**src/rtl/afcl_pkg.sv**
```systemverilog
package afcl_pkg;

    localparam int DIM_W     = 15;
    localparam int MODE_W    = 2;
    localparam int NUM_W     = 2 * DIM_W;
    localparam int N_CELLS   = NUM_W;
    localparam int CFG_IDX_W = 2;
    localparam int MAX_DIM   = 16384;

    typedef logic [DIM_W-1:0]     t_dim;
    typedef logic [NUM_W-1:0]     t_num;
    typedef logic [MODE_W-1:0]    t_mode;
    typedef logic [CFG_IDX_W-1:0] t_cfg_idx;

    localparam t_mode MODE_STRETCH = 2'd0;
    localparam t_mode MODE_CROP    = 2'd1;
    localparam t_mode MODE_FIT     = 2'd2;

    localparam t_cfg_idx REG_OUT_WIDTH   = 2'd0;
    localparam t_cfg_idx REG_OUT_HEIGHT  = 2'd1;
    localparam t_cfg_idx REG_ASPECT_MODE = 2'd2;

    localparam t_dim  OUT_WIDTH_RST   = 15'd1920;
    localparam t_dim  OUT_HEIGHT_RST  = 15'd1080;
    localparam t_mode ASPECT_MODE_RST = MODE_FIT;

    // one lane of the restoring divider: partial remainder, numerator bits
    // shifting out while quotient bits shift in, and the divisor
    typedef struct packed {
        t_dim rem;
        t_num nq;
        t_dim dvs;
    } t_div_lane;

    typedef struct packed {
        t_div_lane lane_a;
        t_div_lane lane_b;
        logic      bad;
        t_dim      src_w;
        t_dim      src_h;
    } t_cell;

    typedef struct packed {
        logic  bad;
        t_mode mode;
        t_dim  src_w;
        t_dim  src_h;
        t_dim  fit_w;
        t_dim  fit_h;
        t_dim  span_x;
        t_dim  span_y;
    } t_sel;

    typedef struct packed {
        t_dim crop_left;
        t_dim crop_top;
        t_dim crop_right;
        t_dim crop_bottom;
        t_dim place_left;
        t_dim place_top;
        t_dim place_right;
        t_dim place_bottom;
        logic bad_size;
    } t_result;

endpackage

```
**src/rtl/afcl_place.sv**
```systemverilog
module afcl_place
    import afcl_pkg::*;
(
    input  t_sel    i_sel,
    input  t_dim    i_out_width,
    input  t_dim    i_out_height,
    output t_result o_result
);

    t_dim w_off_x;
    t_dim w_off_y;

    // half the slack, rounded down to even; zero when the part covers the whole
    function automatic t_dim center_off(input t_dim whole, input t_dim part);
        t_dim slack;
        slack = whole - part;
        if (part >= whole) begin
            return '0;
        end
        return (slack >> 1) & ~t_dim'(1);
    endfunction

    assign w_off_x = center_off(i_sel.span_x, i_sel.fit_w);
    assign w_off_y = center_off(i_sel.span_y, i_sel.fit_h);

    always_comb begin
        o_result = '0;
        if (i_sel.bad) begin
            o_result.bad_size = 1'b1;
        end else begin
            case (i_sel.mode)
                MODE_STRETCH: begin
                    o_result.crop_right   = i_sel.src_w;
                    o_result.crop_bottom  = i_sel.src_h;
                    o_result.place_right  = i_out_width;
                    o_result.place_bottom = i_out_height;
                end
                MODE_CROP: begin
                    o_result.crop_left    = w_off_x;
                    o_result.crop_top     = w_off_y;
                    o_result.crop_right   = w_off_x + i_sel.fit_w;
                    o_result.crop_bottom  = w_off_y + i_sel.fit_h;
                    o_result.place_right  = i_out_width;
                    o_result.place_bottom = i_out_height;
                end
                default: begin
                    o_result.crop_right   = i_sel.src_w;
                    o_result.crop_bottom  = i_sel.src_h;
                    o_result.place_left   = w_off_x;
                    o_result.place_top    = w_off_y;
                    o_result.place_right  = w_off_x + i_sel.fit_w;
                    o_result.place_bottom = w_off_y + i_sel.fit_h;
                end
            endcase
        end
    end

endmodule
```
**config.mk**
```make
export PLATFORM = sky130hd
export DESIGN_NAME = afcl_place
export DESIGN_NICKNAME = d
export VERILOG_FILES = /design/src/rtl/afcl_pkg.sv /design/src/rtl/afcl_place.sv
export SDC_FILE = /design/constraint.sdc
export NUM_CORES = 1
export LEC_CHECK = 0
export ABC_AREA = 1
export BUFFER_PORTS_ARGS = -buffer_cell sky130_fd_sc_hd__buf_2
export CORE_ASPECT_RATIO = 0.6
export CORE_MARGIN = 3
export CORE_UTILIZATION = 50
export DETAILED_ROUTE_END_ITERATION = 7
export PLACE_DENSITY = 0.94
export SETUP_SLACK_MARGIN = 0.4
export SKIP_LAST_GASP = 1
export SYNTH_ARGS = -nofsm -noshare
export SYNTH_HDL_FRONTEND = slang
export SYNTH_SLANG_ARGS = --single-unit
```
**constraint.sdc**
```tcl
create_clock -name vclk -period 7
set_clock_uncertainty 0.15 [all_clocks]
set_input_delay 2.1 -clock vclk [all_inputs]
set_output_delay 2.1 -clock vclk [all_outputs]
set_load 0.03 [all_outputs]
```
==> key figures, run 1 <==
Synthesis
  • Most common cell in the synthesized netlist: sky130_fd_sc_hd__nand2_1
  • Syn Std Cell Area: 5270 µm²
  • Ranking of synthesized cells by area: sky130_fd_sc_hd__nand2_1 (23%), sky130_fd_sc_hd__inv_1 (15%), sky130_fd_sc_hd__ha_1 (14%)
  • Number of warning messages in the yosys log: 0
  • Library cells used by synthesis: 35
  • Cell count after synthesis: 1,075
  • Synth cell count leaders: sky130_fd_sc_hd__nand2_1 (317), sky130_fd_sc_hd__inv_1 (213), sky130_fd_sc_hd__nor2_1 (184)
  • Area share of the largest cell type after synthesis: 22.6%
  • Cell taking the most area after synthesis: sky130_fd_sc_hd__nand2_1
  • Post-Synthesis Mean Instance Area: 4.90 µm²
  • Register area share after synthesis: 0%

Status
  • Error that halted the flow: [ERROR DPL-0038] Utilization greater than 100%, impossible to legalize
  • Last flow stage reached: 4_1_cts
  • Result of the run: stopped before the end

Placed design
  • Post-placement cell count: 1,567
  • Number of port buffers: 236
  • Post-DP HPWL: 19,900 µm
  • Global placer's final weighted congestion: 1.08
  • Setup slack at placement: -319 ps

Floorplanning
  • I/O pin count: 244
  • FP Rows: 28
  • Chip Height: 85.5 µm
  • Die width: 139 µm
  • Starting Density: 52.4%

CTS
  • Setup repair bufs after CTS: 59
  • Cts repair resizes: 444
  • Post-cts hold buffer count: 0
## stage by stage
stage | setup TNS, ps | instance area (µm²)
after detailed placement | -7120 | 8140
after global placement | -2890 | 8140
after floorplan | 0 | 5870
## cells by family after synthesis
family	synth area share, %
AND/OR/NAND/NOR	54.7
buffers and inverters	20.4
adder cells (fa/ha/maj)	15.0
AO/OA/AOI/OAI	6.84
XOR/XNOR	2.99
other	0.0712
==> inputs of run 2 (changes only) <==
--- a/config.mk
+++ b/config.mk
@@ -7,12 +7,10 @@
 export LEC_CHECK = 0
 export ABC_AREA = 1
 export BUFFER_PORTS_ARGS = -buffer_cell sky130_fd_sc_hd__buf_2
-export CORE_ASPECT_RATIO = 0.6
 export CORE_MARGIN = 3
-export CORE_UTILIZATION = 50
+export CORE_UTILIZATION = 35
 export DETAILED_ROUTE_END_ITERATION = 7
-export PLACE_DENSITY = 0.94
-export SETUP_SLACK_MARGIN = 0.4
+export PLACE_DENSITY_LB_ADDON = 0.15
 export SKIP_LAST_GASP = 1
 export SYNTH_ARGS = -nofsm -noshare
 export SYNTH_HDL_FRONTEND = slang
==> run 2 against run 1 <==
- the flow now finishes, with violations (setup timing)
- synthesized cell count stayed put
- area after synthesis is the same
==> key figures, run 2 <==
Synthesis
  • Synth Area in Compound Gates: 6.84% (unchanged)
  • Synthesized-area fraction occupied by and/or/nand/nor cells: 54.7% (unchanged)
  • Share of synthesized area spent on multiplexers: 0% (unchanged)
  • Library cells used by synthesis: 35 (unchanged)
  • Register area share after synthesis: 0% (unchanged)
  • Post-Synthesis Mean Instance Area: 4.90 µm² (unchanged)
  • Area share of the largest cell type after synthesis: 22.6% (unchanged)
  • Ranking of synthesized cells by area: sky130_fd_sc_hd__nand2_1 (23%), sky130_fd_sc_hd__inv_1 (15%), sky130_fd_sc_hd__ha_1 (14%)
  • Number of warning messages in the yosys log: 0 (unchanged)
  • Cell count after synthesis: 1,075 (unchanged)
  • Syn Std Cell Area: 5270 µm² (unchanged)
  • Cell taking the most area after synthesis: sky130_fd_sc_hd__nand2_1
  • Share of the synthesized netlist area taken by xor and xnor gates: 2.99% (unchanged)
  • Combinational family with the most area after synthesis: simple AND/OR/NAND/NOR gates
  • Synth Area in Adders: 15.0% (unchanged)
  • Most common cell in the synthesized netlist: sky130_fd_sc_hd__nand2_1
  • Synth cell count leaders: sky130_fd_sc_hd__nand2_1 (317), sky130_fd_sc_hd__inv_1 (213), sky130_fd_sc_hd__nor2_1 (184)

Worst setup path
  • Req. time, crit path: 4750 ps
  • Buffers plus inverters on the worst setup path: 8
  • Nature of the critical path startpoint: input port
  • Series of cell instances along the critical path: buf_6, inv_4, ha_4, inv_2, nor3_2, nor2_2, nor2_2, nand2_4, nor2_4, ha_4, inv_2, fa_2, inv_2, nand3_2, nand3_2, buf_6, nand2_4, a21o_1, nand3_1, nand2_1, inv_1, buf_6
  • CP max stage delay: 390 ps
  • Worst Setup Path Type: in -> out
  • Arrival time of data at the critical path endpoint: 4790 ps
  • Critical-path top delay cell: sky130_fd_sc_hd__fa_2
  • Highest fanout seen on the critical path: 5
  • Largest delay share family, worst path: simple AND/OR/NAND/NOR gates
  • Nature of the critical path endpoint: output port

Final layout
  • Number of flip-flops and latches: 0
  • Fraction of layout instances using a drive strength above 1: 55.3%
  • Area added between synthesis and finish: 95.5%
  • Filler cells: 1,246
  • Most common cell after layout, fill and taps aside: sky130_fd_sc_hd__buf_4
  • Final Net Count: 1,688
  • Layout clock buffer count: 0
  • Storage element area: 0 µm²
  • Util after Layout: 70.3%
  • Ant diodes: 0
  • Top library cells by usage in the layout, fill and taps aside: sky130_fd_sc_hd__buf_4 (216), sky130_fd_sc_hd__nand2_1 (209), sky130_fd_sc_hd__buf_2 (168), sky130_fd_sc_hd__inv_1 (155), sky130_fd_sc_hd__nor2_1 (155)

Route
  • Detailed-route DRC error count: 0
  • WL per Instance: 14.2 µm
  • Final antenna-violating net count: 0
  • Final wirelength: 24,000 µm
  • Number of iterations in the first detailed-routing pass: 5
  • Count of vias placed by the detailed router: 8,124
  • Vias per std cell: 4.82
  • Number of DRC violations after detailed-routing iteration 0: 395

STA
  • Tightest slew margin relative to the limit: 53.6%
  • Final setup margin: -37.2 ps
  • RSZ-0062 raised after global routing: true
  • Max Fclk: 142 MHz
  • Final hold violation count: 0
  • Number of setup violations in the final report: 6
  • Final TNS setup: -198 ps
  • Transition time at the pin with the least slew margin: 696 ps
  • Share of the clock period used by the worst path after layout: 101%
  • Final period demand of the worst path: 7040 ps
  • Max-slew violation total from the final report: 0

Power and ir drop
  • Fraction of power spent switching nets: 54.7%
  • Leakage power: 5.85 nW
  • Clock network fraction of design power: 0%
  • Switching Power: 0.680 mW
  • Part of the total power dissipated in sequential elements: 0%
  • Worst vdd ir: 0.0000695 V
  • Internal Power: 0.562 mW
  • PD cells: 121 nW/µm²
  • Comb power frac: 100.0%

Floorplanning
  • FP Rows: 44 (+57%)
  • Core footprint: 14,600 µm²
  • Chip Height: 129 µm (+50%)
  • Starting Density: 36.0% (-16 points)
  • Die width: 129 µm (-7.1%)
  • Die Footprint: 16,600 µm²
  • I/O pin count: 244 (unchanged)

Placed design
  • Post-DP HPWL: 17,700 µm (-11%)
  • Number of port buffers: 236 (unchanged)
  • Global placer's final weighted congestion: 0.957 (-11%)

Worst hold path
  • Launch point of the worst hold path: i_out_width[5]
  • Worst min-delay path endpoint: o_result[21]
  • Worst Hold Depth: 4
  • Hold Path Class: in -> out

Global route
  • Total grt overflow: 0
  • Largest net degree at the start of global routing: 56
  • Via count of the first global-routing pass: 7,308
  • Overall global routing resource usage: 24.3%
  • Antenna violations before repair: 0
  • Wire length of the first global-routing pass: 33,800 µm

Job
  • Number of max-cap violations: 0

Status
  • Result of the run: finished with violations
  • Violated checks: setup timing
run 2: worst max-delay path by stage:
stage          startpoint            to  slack, ps  cells after the start
2_1_floorplan   i_sel[47]  o_result[25]          3                     21
3_3_place_gp    i_sel[54]  o_result[24]       -300                     21
3_5_place_dp    i_sel[54]  o_result[20]       -280                     19
4_1_cts         i_sel[35]   o_result[6]         -4                     25
5_1_grt         i_sel[59]  o_result[23]       -180                     22
6_report        i_sel[59]  o_result[83]        -40                     22
run 2: tightest hold or removal path, cell delays in order:
cell	delay, ps
sky130_fd_sc_hd__buf_2	70
sky130_fd_sc_hd__o211ai_1	70
sky130_fd_sc_hd__inv_1	70
sky130_fd_sc_hd__buf_6	130
run 2: per-layer routing:
metal  vias to the layer above  GRT usage (%)  routed length [µm]
li1                       4103              -                   -
met1                      3687           29.1                9380
met2                       269           46.6               12600
met3                        65           1.41                1130
met4                         0           6.49                 911
met5                         -              0                   0
run 2: cells by family after synthesis:
family / after synthesis
AOI/OAI and AO/OA: 61
xor gates and xnor gates: 18
adders and majority gates: 62
buffers and inverters: 268
other: 1
and+or+nand+nor: 665
run 2: final cells by class:
type	count	area (µm²)	share of cell area [%]
tap	184	230	2.24
inverter	235	935	9.08
timing repair buffer	452	3270	31.8
multi-input combinational	814	5860	56.9
run 2: repair_timing:
action / in CTS / in global routing
buffers inserted: 15 / 26
endpoints found under the setup margin: 46 / 47
resized for setup: 166 / 374
pin swaps: 54 / 148
gates cloned: 0 / 0
hold buffers: 0 / 0
hold endpoints to repair: 0 / 0
run 2: power by group through the flow:
stage	combinational (mW)	sequential [mW]	clock, mW
floorplan	0.540	0	0
global placement	0.889	0	0
detailed placement	0.892	0	0
CTS	1.01	0	0
global route	1.34	0	0
finish	1.24	0	0
run 2: stage by stage:
| step | cells | hold slack [ps] | area, µm² | total power, mW | setup WS [ps] |
|---|---|---|---|---|---|
| detailed placement | 1646 | 4430 | 7860 | 0.892 | -282 |
| global route | 1685 | 4430 | 10300 | 1.34 | -177 |
| CTS | 1661 | 4420 | 8780 | 1.01 | -4.29 |
| finish | 1685 | 4390 | 10300 | 1.24 | -37.2 |
| global placement | 1646 | 4430 | 7860 | 0.889 | -304 |
| floorplan | 1082 | 4180 | 5290 | 0.540 | 3.15 |
Power figures use the tool's default switching activity.
