--- config.mk ---
export PLATFORM = sky130hd
export DESIGN_NAME = afcl_div_cell
export DESIGN_NICKNAME = d
export VERILOG_FILES = /design/src/rtl/afcl_pkg.sv /design/src/rtl/afcl_div_cell.sv
export SDC_FILE = /design/constraint.sdc
export NUM_CORES = 1
export LEC_CHECK = 0
export ABC_AREA = 0
export BUFFER_PORTS_ARGS = -buffer_cell sky130_fd_sc_hd__buf_2
export CAP_MARGIN = 20
export CELL_PAD_IN_SITES_DETAIL_PLACEMENT = 1
export CELL_PAD_IN_SITES_GLOBAL_PLACEMENT = 1
export CORE_ASPECT_RATIO = 1.25
export CORE_UTILIZATION = 39
export DETAILED_ROUTE_END_ITERATION = 6
export PLACE_DENSITY_LB_ADDON = 0.1
export SLEW_MARGIN = 20
export SYNTH_ARGS = -nofsm -noshare
export SYNTH_HDL_FRONTEND = slang
export SYNTH_SLANG_ARGS = --single-unit
--- constraint.sdc ---
create_clock -name i_clk -period 6.7 [get_ports i_clk]
set_clock_uncertainty 0.15 [all_clocks]
set_input_delay 0.335 -clock i_clk [delete_from_list [all_inputs] [get_ports i_clk]]
set_output_delay 0.335 -clock i_clk [all_outputs]
set_load 0.01 [all_outputs]
--- src/rtl/afcl_pkg.sv ---
package afcl_pkg;

    localparam int DIM_W     = 15;
    localparam int MODE_W    = 2;
    localparam int NUM_W     = 2 * DIM_W;
    localparam int N_CELLS   = NUM_W;
    localparam int CFG_IDX_W = 2;
    localparam int MAX_DIM   = 16384;

    typedef logic [DIM_W-1:0]     t_dim;
    typedef logic [NUM_W-1:0]     t_num;
    typedef logic [MODE_W-1:0]    t_mode;
    typedef logic [CFG_IDX_W-1:0] t_cfg_idx;

    localparam t_mode MODE_STRETCH = 2'd0;
    localparam t_mode MODE_CROP    = 2'd1;
    localparam t_mode MODE_FIT     = 2'd2;

    localparam t_cfg_idx REG_OUT_WIDTH   = 2'd0;
    localparam t_cfg_idx REG_OUT_HEIGHT  = 2'd1;
    localparam t_cfg_idx REG_ASPECT_MODE = 2'd2;

    localparam t_dim  OUT_WIDTH_RST   = 15'd1920;
    localparam t_dim  OUT_HEIGHT_RST  = 15'd1080;
    localparam t_mode ASPECT_MODE_RST = MODE_FIT;

    // one lane of the restoring divider: partial remainder, numerator bits
    // shifting out while quotient bits shift in, and the divisor
    typedef struct packed {
        t_dim rem;
        t_num nq;
        t_dim dvs;
    } t_div_lane;

    typedef struct packed {
        t_div_lane lane_a;
        t_div_lane lane_b;
        logic      bad;
        t_dim      src_w;
        t_dim      src_h;
    } t_cell;

    typedef struct packed {
        logic  bad;
        t_mode mode;
        t_dim  src_w;
        t_dim  src_h;
        t_dim  fit_w;
        t_dim  fit_h;
        t_dim  span_x;
        t_dim  span_y;
    } t_sel;

    typedef struct packed {
        t_dim crop_left;
        t_dim crop_top;
        t_dim crop_right;
        t_dim crop_bottom;
        t_dim place_left;
        t_dim place_top;
        t_dim place_right;
        t_dim place_bottom;
        logic bad_size;
    } t_result;

endpackage

--- src/rtl/afcl_div_cell.sv ---
module afcl_div_cell
    import afcl_pkg::*;
(
    input  logic  i_clk,
    input  logic  i_rst_n,
    input  logic  i_en,
    input  logic  i_valid,
    input  t_cell i_data,
    output logic  o_valid,
    output t_cell o_data
);

    logic  r_valid;
    t_cell r_data;
    t_cell n_data;

    // one quotient bit of a restoring division
    function automatic t_div_lane div_step(input t_div_lane in);
        t_div_lane           out;
        logic [DIM_W:0]      shifted;
        logic [DIM_W:0]      diff;
        logic                ge;
        shifted = {in.rem, in.nq[NUM_W-1]};
        diff    = shifted - {1'b0, in.dvs};
        ge      = (shifted >= {1'b0, in.dvs});
        out.rem = ge ? diff[DIM_W-1:0] : shifted[DIM_W-1:0];
        out.nq  = {in.nq[NUM_W-2:0], ge};
        out.dvs = in.dvs;
        return out;
    endfunction

    always_comb begin
        n_data        = i_data;
        n_data.lane_a = div_step(i_data.lane_a);
        n_data.lane_b = div_step(i_data.lane_b);
    end

    always_ff @(posedge i_clk) begin
        if (!i_rst_n) begin
            r_valid <= 1'b0;
        end else if (i_en) begin
            r_valid <= i_valid;
        end
    end

    always_ff @(posedge i_clk) begin
        if (i_en) begin
            r_data <= n_data;
        end
    end

    assign o_valid = r_valid;
    assign o_data  = r_data;

endmodule

Yosys cells after proc, flatten, opt, wreduce, memory -nomap -nowiden
Cells that the tools add are included.
{ "classes": {"muxes": 2, "magnitude_cmp": 2, "n_addsub": 2} }
{ "ops": {"columns": ["operator", "n"], "rows": [
  ["$ge 16x15->1", 2],
  ["$mux 15", 2],
  ["$sub 15x15->15", 2]
]} }
{ "totals": {"word_cells": 16, "regBits": 152, "inputBits": 155, "out_inout_bits": 152} }

Longest topological paths before layout
Gate-level depths: netlist of the first run.
{ "logic_depth": {"depth_word": 2, "mapped_depth": 10, "mapped_depth_nobuf": 9} }

Worst setup path after synthesis of the first run
Ideal clock, no wire load.
{ "synth_timing": {"path_kind": "input-to-reg", "startpoint": "input port i_data[135] in the netlist's numbering", "endpoint": "register r_data, in the netlist o_data[140], data pin", "arrival_time_ps": 2119, "n_path_buf": 1, "setup_ps": 260, "stages": 9, "setup_slack_ps": 4170, "t_required_ps": 6290, "path_cell_list": "inv_1 ha_1 fa_1 nor2b_1 o21ai_0 a31o_1 a31oi_4 buf_6 mux2_4"} }
{ "synth_lines": {"columns": ["element", "line_no", "source"], "rows": [
  ["start: declaration", "afcl_div_cell.sv:8", "input t_cell i_data,"],
  ["end signal: assignment", "afcl_div_cell.sv:48", "r_data <= n_data;"],
  ["end: declaration", "afcl_div_cell.sv:14", "t_cell r_data;"]
]} }

==> results of run 1 <==
## placed cells by master, fill, tap and decap left out, types with 3 or more instances in the layout
cell type / instances
sky130_fd_sc_hd__buf_2: 305
sky130_fd_sc_hd__edfxtp_1: 151
sky130_fd_sc_hd__dlygate4sd3_1: 120
sky130_fd_sc_hd__inv_1: 41
sky130_fd_sc_hd__nor2_1: 35
sky130_fd_sc_hd__ha_1: 30
sky130_fd_sc_hd__a21oi_1: 29
sky130_fd_sc_hd__nand2_1: 20
sky130_fd_sc_hd__clkbuf_16: 17
sky130_fd_sc_hd__o21ai_0: 11
sky130_fd_sc_hd__xor2_1: 11
sky130_fd_sc_hd__o21a_1: 7
sky130_fd_sc_hd__mux2_4: 7
sky130_fd_sc_hd__nand4_1: 5
sky130_fd_sc_hd__nor2b_1: 5
sky130_fd_sc_hd__o211ai_1: 5
sky130_fd_sc_hd__xnor2_1: 5
sky130_fd_sc_hd__clkinv_4: 5
sky130_fd_sc_hd__a211oi_1: 4
sky130_fd_sc_hd__nand3_1: 4
sky130_fd_sc_hd__o22ai_1: 4
sky130_fd_sc_hd__o31ai_1: 4
sky130_fd_sc_hd__mux2_2: 4
sky130_fd_sc_hd__nor3_1: 4
sky130_fd_sc_hd__a21o_1: 4
sky130_fd_sc_hd__a31o_1: 4
sky130_fd_sc_hd__nand2b_1: 3
sky130_fd_sc_hd__and3_1: 3
sky130_fd_sc_hd__o31a_1: 3
sky130_fd_sc_hd__or3_1: 3
sky130_fd_sc_hd__mux2_1: 3
sky130_fd_sc_hd__bufinv_16: 3
## layer usage
metal	wire (um)	up-vias	GRT usage, %
met5	0	-	0
met3	930	44	4.908
li1	-	2586	-
met2	12540	163	48.31
met4	733	0	12.03
met1	7131	2711	23.59
## power by group
part / switching [uW] / total, uW / internal (uW)
sequential: 27.5 / 1180 / 1160
clock: 396 / 977 / 582
combinational: 272 / 507 / 235
total: 695 / 2670 / 1970
## critical path: cells and delay by family
family	cells	cell delay, ps
buffers and inverters	2	670
AOI/OAI and AO/OA	4	1380
and+or+nand+nor	2	360
adders and majority gates	2	650
## state kept, by name (all words and copies together), names as in the netlist
name	count
o_data	151
o_valid	1
## stage by stage
| step | hold slack [ps] | setup slack, ps |
|---|---|---|
| finish | 81.09 | 3365 |
| global route | 72.48 | 3231 |
| CTS | 25.03 | 3356 |
| detailed placement | 363.3 | 3478 |
| global placement | 351.2 | 3566 |
| floorplan | 283.9 | 4170 |
## cell families after synthesis
group | after synthesis | share of synthesized area, %
buffers and inverters | 49 | 3.466
AO/OA/AOI/OAI | 97 | 10.29
XOR/XNOR | 16 | 2.098
AND/OR/NAND/NOR | 91 | 6.671
flip-flops | 152 | 68.20
multiplexers | 16 | 3.054
adder cells (fa/ha/maj) | 32 | 6.221
## worst paths after layout
| path | start | to | slack, ps | cells past startpoint |
|---|---|---|---|---|
| max | i_data[31] | o_data[87] | 3370 | 10 |
| min | i_data[137] | o_data[138] | 80 | 2 |
| max reg2reg | o_valid | o_valid | 5820 | 2 |
| min reg2reg | o_valid | o_valid | 460 | 2 |
## repair_timing
item	CTS	global route
endpoints found under the hold margin	120	0
hold buffers	120	0
endpoints found under the setup margin	0	0
## cell type report
type / instances / area, sq um
Clock inverter: 12 / 155.1
Antenna cell: 1 / 2.502
Sequential cell: 152 / 4554
Timing Repair Buffer: 427 / 2746
Fill cell: 1774 / 6569
Inverter: 41 / 153.9
Tap cell: 220 / 275.3
Multi-Input combinational cell: 252 / 1892
Clock buffer: 18 / 429.2
==> impl_results.md, run 1 <==
* Outcome: completed
* Slowest stage cell, crit path: sky130_fd_sc_hd__a21oi_4
* Worst-path maximum fanout at 27
* Reported leakage power at 0.004473 uW
* Min Clock Period, post-route at 3335 ps
* Number of nets in the layout at 1078
* Yosys reg bits at 152
* Top cells by area in the synthesized netlist: sky130_fd_sc_hd__edfxtp_1 68%, sky130_fd_sc_hd__ha_1 5.6%, sky130_fd_sc_hd__inv_1 2.3%
* Async S/R FF share, synth at 0%
* Post-route antenna net violation count at 0
* Maximum buffer depth of the clock tree at 2
* Pin count of the biggest net entering global routing at 79
* Setup repair after global routing missed its margin: no
* Cell taking the most area after synthesis: sky130_fd_sc_hd__edfxtp_1
* Worst slew margin relative to its limit at 33.90%
* Post-synthesis instance area at 6678 sq um
* Worst Path Class, Setup: in2reg
* Port Buf Inserts at 306
* Synth warnings at 0
* Final number of setup-violating endpoints at 0
* Placed Instance Area at 8421 sq um
* Htree depth at 4
* Fraction of final layout cells with drive strength greater than 1 at 39.47%
* Main synth FF type: sky130_fd_sc_hd__edfxtp_1
* DR WL/cell at 19.00 um
* Post-layout util at 60.85%
* Power density over cell area at 261.4 nW/um^2
* Total nets after synthesis at 640
* Final-report max-slew violation count at 0
* Initial standard-cell utilization of the core at 39.80%
* Post-Syn Area per Cell at 14.74 sq um
* Clock tree from TritonCTS: done
* Number of placement rows at 53
* # Max-Cap Violations at 0
* Cell types with the highest counts after synthesis: 151 x sky130_fd_sc_hd__edfxtp_1, 41 x sky130_fd_sc_hd__inv_1, 35 x sky130_fd_sc_hd__nor2_1
* Post-CTS setup buffer count at 0
* Remaining design rule violation count at 0
* Area share of the largest cell type after synthesis at 67.90%
* Synth cell types at 60
* Count of instances resized after the clock tree is built at 0
* Root buffer selected by CTS: sky130_fd_sc_hd__clkbuf_16
* Maximum operating frequency at 299.9 MHz
* Number of failing hold endpoints at the final stage at 0
* Number of antenna violations at the first check in global routing at 1
* Width of the chip at 119.0 um
* Number of top-level pins at 307
* Critical Path RT at 6780 ps
* Nature of the critical path endpoint: flop
* Share of the yosys chip area belonging to registers at 68.20%
* Vias in the first global route at 5968
* Post-synthesis cell count at 453
* Instance count after placement with tap cells included at 972
* Number of search-and-repair iterations in the first detailed-routing pass at 5
* Critical Path Source Type: primary input
* Final weighted congestion in routability-driven placement at 0.8012
* Number of DRC violations after detailed-routing iteration 0 at 208
* Ratio of final minimum period to clock period at 49.78%
* First-pass GRT wire length at 31980 um
* Detailed placer's ending HPWL at 13390 um
* Core Footprint at 16780 sq um
* Finished layout cell area at 10210 sq um
* Overflow after GRT at 0
* Critical path data arrival time at 3410 ps
* Avg Vias per Cell at 4.901
* Most common cell in the synthesized netlist: sky130_fd_sc_hd__edfxtp_1
* Post-synth EDFFs at 151
* Total negative slack for setup checks at 0 ps
* Floorplan die area at 17650 sq um
* Critical Path, Cell by Cell: dlygate4sd3_1 > buf_2 > ha_1 > fa_1 > nand2b_1 > a211oi_2 > nor3_2 > a21oi_4 > o211ai_1 > o32ai_1
* CTS clk-pin slew, worst paths at 60 ps
* IR drop worst, VDD at 0.0001410 V
* Total power consumption of the routed design at 2669 uW
* Die Ht at 148.3 um
* Worst-margin pin slew at 991.5 ps
* Later-pin clock latency in the skew report at 420 ps
* Layout overhead on the synthesized area at 52.88%
* Number of standard cells in the final layout excluding fillers at 1123
* Number of sinks handled by clock tree synthesis at 152
* Worst min-delay path category: in2reg
* Overall Global Routing Usage at 24.41%
* Total wirelength of the detailed-routed design at 21340 um
* Total via count after detailed routing at 5504
* Number of buffers inserted during clock tree synthesis at 17
* Maximum single-stage delay on the critical path at 610 ps
Power figures use the tool's default switching activity.
==> run 2: changes to the inputs <==
Settings changed: CORE_UTILIZATION 39 to 33.
Clock period 6.7 ns to 3.02 ns, I/O delays scaled along.
==> run 2 against run 1 <==
Net effect: flip-flop and latch count stayed put; design area is 4.2% higher; wire length is 1.2% lower; largest power group unchanged.
==> impl_results.md, run 2 (synthesized netlist as in run 1, its figures left out) <==
* Outcome: completed
* Startpoint of the worst hold path: i_data[85]
* R2r worst-path depth at 3
* DR WL/cell at 17.49 um
* Number of antenna violations at the first check in global routing at 1
* Layout overhead on the synthesized area at 59.28%
* Overall Global Routing Usage at 20.48%
* Post-route antenna net violation count at 0
* Number of nets in the layout at 1114
* Post-CTS setup buffer count at 0
* Number of placement rows at 57
* Number of buffers inserted during clock tree synthesis at 17
* Reported leakage power at 0.004640 uW
* Maximum single-stage delay on the critical path at 540 ps
* Hold path endpoint: o_data[86]
* Maximum buffer depth of the clock tree at 2
* Fraction of final layout cells with drive strength greater than 1 at 38.94%
* Later-pin clock latency in the skew report at 420 ps
* Ratio of final minimum period to clock period at 93.33%
* Port Buf Inserts at 306
* Die Ht at 161.0 um
* Power share of the clock group at 36.1%
* Nature of the critical path endpoint: flop
* Remaining design rule violation count at 0
* Number of stages on the worst hold path at 4
* Final weighted congestion in routability-driven placement at 0.7760
* Critical path buffer and inverter count at 3
* Delay-heaviest family, CP: buffers and inverters
* Combinational share of power at 19.7%
* Width of the chip at 129.2 um
* Avg Vias per Cell at 4.594
* Detailed placer's ending HPWL at 14170 um
* Number of failing hold endpoints at the final stage at 0
* Flip-flop count of the largest register, all copies and words added at 151
* Worst-margin pin slew at 598.8 ps
* Clock tree from TritonCTS: done
* Switching component of the power at 1622 uW
* Endpoint of the lowest-slack register-to-register path: o_valid
* Slowest stage cell, crit path: sky130_fd_sc_hd__dlygate4sd3_1
* Final number of setup-violating endpoints at 0
* Vias in the first global route at 6066
* First-pass GRT wire length at 32000 um
* # Max-Cap Violations at 0
* FF-to-FF setup slack at 1640 ps
* Critical Path Source Type: primary input
* Post-layout util at 54.23%
* Min Clock Period, post-route at 2818 ps
* Core Footprint at 19610 sq um
* Placed Instance Area at 8554 sq um
* Number of search-and-repair iterations in the first detailed-routing pass at 4
* IR drop worst, VDD at 0.0003761 V
* Total via count after detailed routing at 5540
* Htree depth at 4
* Worst min-delay path category: in2reg
* Reg-to-reg startpoint: o_valid
* Fraction of power spent switching nets at 27.39%
* Portion of total power attributed to sequential cells at 44.2%
* Leading cell types in the layout, fill and taps excluded: 305 x sky130_fd_sc_hd__buf_2, 151 x sky130_fd_sc_hd__edfxtp_1, 149 x sky130_fd_sc_hd__dlygate4sd3_1, 41 x sky130_fd_sc_hd__inv_1, 35 x sky130_fd_sc_hd__nor2_1
* Total negative slack for setup checks at 0 ps
* CTS clk-pin slew, worst paths at 70 ps
* Cell internal power dissipation at 4301 uW
* Root buffer selected by CTS: sky130_fd_sc_hd__clkbuf_16
* Critical path data arrival time at 2840 ps
* Critical Path RT at 3040 ps
* Setup repair after global routing missed its margin: no
* Number of DRC violations after detailed-routing iteration 0 at 219
* Total wirelength of the detailed-routed design at 21090 um
* Critical Path, Cell by Cell: dlygate4sd3_1 > buf_2 > ha_1 > fa_1 > nor2b_1 > o21ai_0 > a31o_1 > a31oi_4 > buf_12 > mux2_4
* Finished layout cell area at 10640 sq um
* Number of top-level pins at 307
* Worst Path Class, Setup: in2reg
* Initial standard-cell utilization of the core at 34.05%
* Pin count of the biggest net entering global routing at 60
* Overflow after GRT at 0
* Maximum operating frequency at 354.8 MHz
* Floorplan die area at 20810 sq um
* Most frequent standard cell in the layout excluding fill and tap cells: sky130_fd_sc_hd__buf_2
* Worst-path maximum fanout at 13
* Final-report max-slew violation count at 0
* Worst slew margin relative to its limit at 60.08%
* Number of sinks handled by clock tree synthesis at 152
* Total power consumption of the routed design at 5923 uW
* Power density over cell area at 556.9 nW/um^2
## run 2: cell types whose count changed in the layout (fill, tap and decap cells not counted), sizes merged
cell | previous run | this run
dlygate4sd3 | 120 | 149
buf | 307 | 314
inv | 41 | 48
clkinv | 8 | 5
bufinv | 3 | 1
## run 2: worst max path at each step
stage                     start          end  cells past startpoint
floorplan           i_data[135]  o_data[140]                      9
CTS                  i_data[31]   o_data[79]                     10
detailed placement   i_data[31]   o_data[79]                      9
finish               i_data[91]  o_data[144]                     10
global placement     i_data[31]   o_data[82]                      9
global route         i_data[75]   o_data[79]                     11
## run 2: repair_timing
action,CTS,global route
hold buffers,149,0
endpoints found under the hold margin,148,0
resized for setup,0,1
setup endpoints to repair,0,1
## run 2: power by group through the flow
stage	Combinational (uW)	Clock [uW]	Sequential, uW
final	1170	2140	2620
after CTS	1170	2180	2620
after detailed placement	1010	0	2660
after global placement	980	0	2650
after global routing	1270	2260	2640
after floorplan	424	0	2770
## run 2: worst min-delay path: cells and delay by family
kind	cells	cell delay (ps)
AO/OA/AOI/OAI	1	100
buffers and inverters	2	140
AND/OR/NAND/NOR	1	90
## run 2: cell type report
| cell class | instances | area, sq um |
|---|---|---|
| fillers | 2116 | 8976 |
| flip-flops and latches | 152 | 4554 |
| repair buffers | 463 | 3118 |
| multi-input cells | 252 | 1892 |
| clock buffers | 18 | 429.2 |
| well taps | 265 | 331.6 |
| clock inverters | 14 | 155.1 |
| inverters | 41 | 153.9 |
| diodes | 1 | 2.502 |
## run 2: metal layers
| metal | track usage [%] | up-vias | wire length [um] |
|---|---|---|---|
| li1 | - | 2656 | - |
| met1 | 20.25 | 2635 | 7511 |
| met2 | 38.61 | 202 | 11460 |
| met3 | 5.234 | 47 | 1328 |
| met4 | 10.48 | 0 | 785 |
| met5 | 0 | - | 0 |
## run 2: metrics by stage
step                cells  worst slack (ps)  hold WS (ps)
finish               1206             201.5         23.11
global route         1206             51.97         47.62
floorplan             453             674.4         99.87
CTS                  1205             174.7         10.58
global placement     1024             324.5         177.1
detailed placement   1024             259.1         179.3
==> run 3: changes to the inputs <==
Settings changed: CORE_ASPECT_RATIO 1.25 to 0.7.
==> run 3 against run 2 <==
Net effect: the run now ends with negative hold slack left; worst hold slack got worse by 24 ps; core utilization down 0.37 points; cell count rose by 0.41%; total power grew 1.5%; die area is essentially flat; highest routed layer unchanged.
==> impl_results.md, run 3 (synthesized netlist as in run 1, its figures left out) <==
* Post-route antenna net violation count at 0
* Min Clock Period, post-route at 2916 ps
* Worst-margin pin slew at 501.3 ps
* CTS clk-pin slew, worst paths at 70 ps
* Endpoint of the lowest-slack register-to-register path: o_valid
* Placed Instance Area at 8553 sq um
* Vias in the first global route at 5832
* Critical Path RT at 3040 ps
* Floorplan die area at 20820 sq um
* Power density over cell area at 563.8 nW/um^2
* DR WL/cell at 17.72 um
* Number of top-level pins at 307
* Final-report max-slew violation count at 0
* Reg-to-reg startpoint: o_valid
* Number of antenna violations at the first check in global routing at 3
* Number of search-and-repair iterations in the first detailed-routing pass at 4
* Setup repair after global routing missed its margin: no
* Width of the chip at 172.0 um
* Number of nets in the layout at 1112
* FF-to-FF setup slack at 1720 ps
* Maximum buffer depth of the clock tree at 2
* Overflow after GRT at 0
* # Max-Cap Violations at 0
* Core Footprint at 19800 sq um
* Worst min-delay path category: in2reg
* Flip-flop count of the largest register, all copies and words added at 151
* Count of instances resized after the clock tree is built at 0
* Final critical-path setup slack at 103.5 ps
* R2r worst-path depth at 3
* Avg Vias per Cell at 4.569
* Clock tree from TritonCTS: done
* Number of failing hold endpoints at the final stage at 1
* Instance count after placement with tap cells included at 1028
* Nature of the critical path endpoint: flop
* Post-CTS setup buffer count at 0
* Number of buffers inserted during clock tree synthesis at 17
* Total negative slack for setup checks at 0 ps
* Port Buf Inserts at 306
* Die Ht at 121.0 um
* Worst Path Class, Setup: in2reg
* Most frequent standard cell in the layout excluding fill and tap cells: sky130_fd_sc_hd__buf_2
* IR drop worst, VDD at 0.0002529 V
* Worst slew margin relative to its limit at 66.58%
* Fraction of final layout cells with drive strength greater than 1 at 39.02%
* Number of DRC violations after detailed-routing iteration 0 at 235
* Remaining design rule violation count at 0
* Detailed placer's ending HPWL at 14910 um
* Maximum operating frequency at 342.9 MHz
* Initial standard-cell utilization of the core at 33.73%
* Number of sinks handled by clock tree synthesis at 152
* Ratio of final minimum period to clock period at 96.57%
* Startpoint of the worst hold path: i_data[145]
* Pin count of the biggest net entering global routing at 51
* Final number of setup-violating endpoints at 0
* Overall Global Routing Usage at 20.42%
* Outcome: finished, violations left
* Root buffer selected by CTS: sky130_fd_sc_hd__clkbuf_16
* Later-pin clock latency in the skew report at 410 ps
* Worst-case hold slack at -1.358 ps
* Number of stages on the worst hold path at 3
* Critical path data arrival time at 2940 ps
* Hold path endpoint: o_data[146]
* Leading cell types in the layout, fill and taps excluded: 305 x sky130_fd_sc_hd__buf_2, 151 x sky130_fd_sc_hd__edfxtp_1, 148 x sky130_fd_sc_hd__dlygate4sd3_1, 41 x sky130_fd_sc_hd__inv_1, 35 x sky130_fd_sc_hd__nor2_1
* Total via count after detailed routing at 5533
* Critical Path Source Type: primary input
* Finished layout cell area at 10670 sq um
* Worst-path maximum fanout at 11
* Number of filler cells placed in the layout at 2111
* Number of placement rows at 43
* Final weighted congestion in routability-driven placement at 0.8568
* First-pass GRT wire length at 31710 um
* Worst slack after detailed placement at 317.7 ps
* Reported leakage power at 0.004651 uW
* Layout overhead on the synthesized area at 59.71%
* Total wirelength of the detailed-routed design at 21460 um
* Violations in the final reports: negative hold slack
* Number of standard cells in the final layout excluding fillers at 1211
* Htree depth at 4
[run 3: cell count changes in the layout (fill, tap and decap cells not counted), sizes merged]
cell	delta
diode	+2
clkinv	+2
clkbuf	-1
clkinvlp	-1
dlygate4sd3	-1
buf	-1
[run 3: what timing repair did]
| item | in CTS | in global routing |
|---|---|---|
| endpoints found under the hold margin | 147 | 0 |
| hold buffers | 148 | 0 |
| endpoints found under the setup margin | 0 | 0 |
[run 3: routing by layer]
metal  wire length, um  GRT usage (%)  share of wire [%]
met1              9037          24.71                 42
met2             10940          35.84                 51
met3              1187          4.860                5.5
met4               293          6.139                1.4
met5                 0              0                  0
[run 3: worst max path at each step]
| stage | start | to | cells after the start |
|---|---|---|---|
| 6_report | i_data[31] | o_data[86] | 11 |
| 5_1_grt | i_data[31] | o_data[86] | 11 |
| 4_1_cts | i_data[31] | o_data[86] | 11 |
| 3_5_place_dp | i_data[75] | o_data[86] | 11 |
| 3_3_place_gp | i_data[31] | o_data[86] | 10 |
| 2_1_floorplan | i_data[135] | o_data[140] | 9 |
[run 3: metrics by stage]
| step | util [%] | power, uW | hold WS (ps) |
|---|---|---|---|
| after floorplan | - | 3198 | 99.87 |
| after global placement | 43.20 | 3652 | 178.2 |
| after detailed placement | 43.20 | 3677 | 179.3 |
| after CTS | 53.83 | 6082 | 3.121 |
| after global routing | 53.85 | 6264 | 17.13 |
| final | 53.87 | 6013 | -1.358 |
[run 3: cell type report]
cell class	count	area (sq um)	share of cell area, %
clock inverter	15	197.7	1.854
tap	270	337.8	3.168
timing repair buffer	461	3097	29.04
sequential	152	4554	42.70
multi-input combinational	252	1892	17.74
clock buffer	17	425.4	3.989
antenna	3	7.507	0.07039
inverter	41	153.9	1.443
[run 3: where the power goes]
group | internal [uW] | switching (uW) | total (uW)
clock network | 1200 | 1020 | 2220
logic | 563 | 607 | 1170
registers | 2560 | 59.4 | 2620
total | 4330 | 1680 | 6010
[run 3: critical path, cell delays in order]
cell and delay [ps]:
sky130_fd_sc_hd__dlygate4sd3_1 530, sky130_fd_sc_hd__buf_2 140, sky130_fd_sc_hd__ha_1 230, sky130_fd_sc_hd__fa_1 400
sky130_fd_sc_hd__nand2b_1 210, sky130_fd_sc_hd__a211oi_2 280, sky130_fd_sc_hd__nor3_2 130, sky130_fd_sc_hd__a21oi_4 360
sky130_fd_sc_hd__buf_4 230, sky130_fd_sc_hd__nor2_1 50, sky130_fd_sc_hd__a31o_1 200
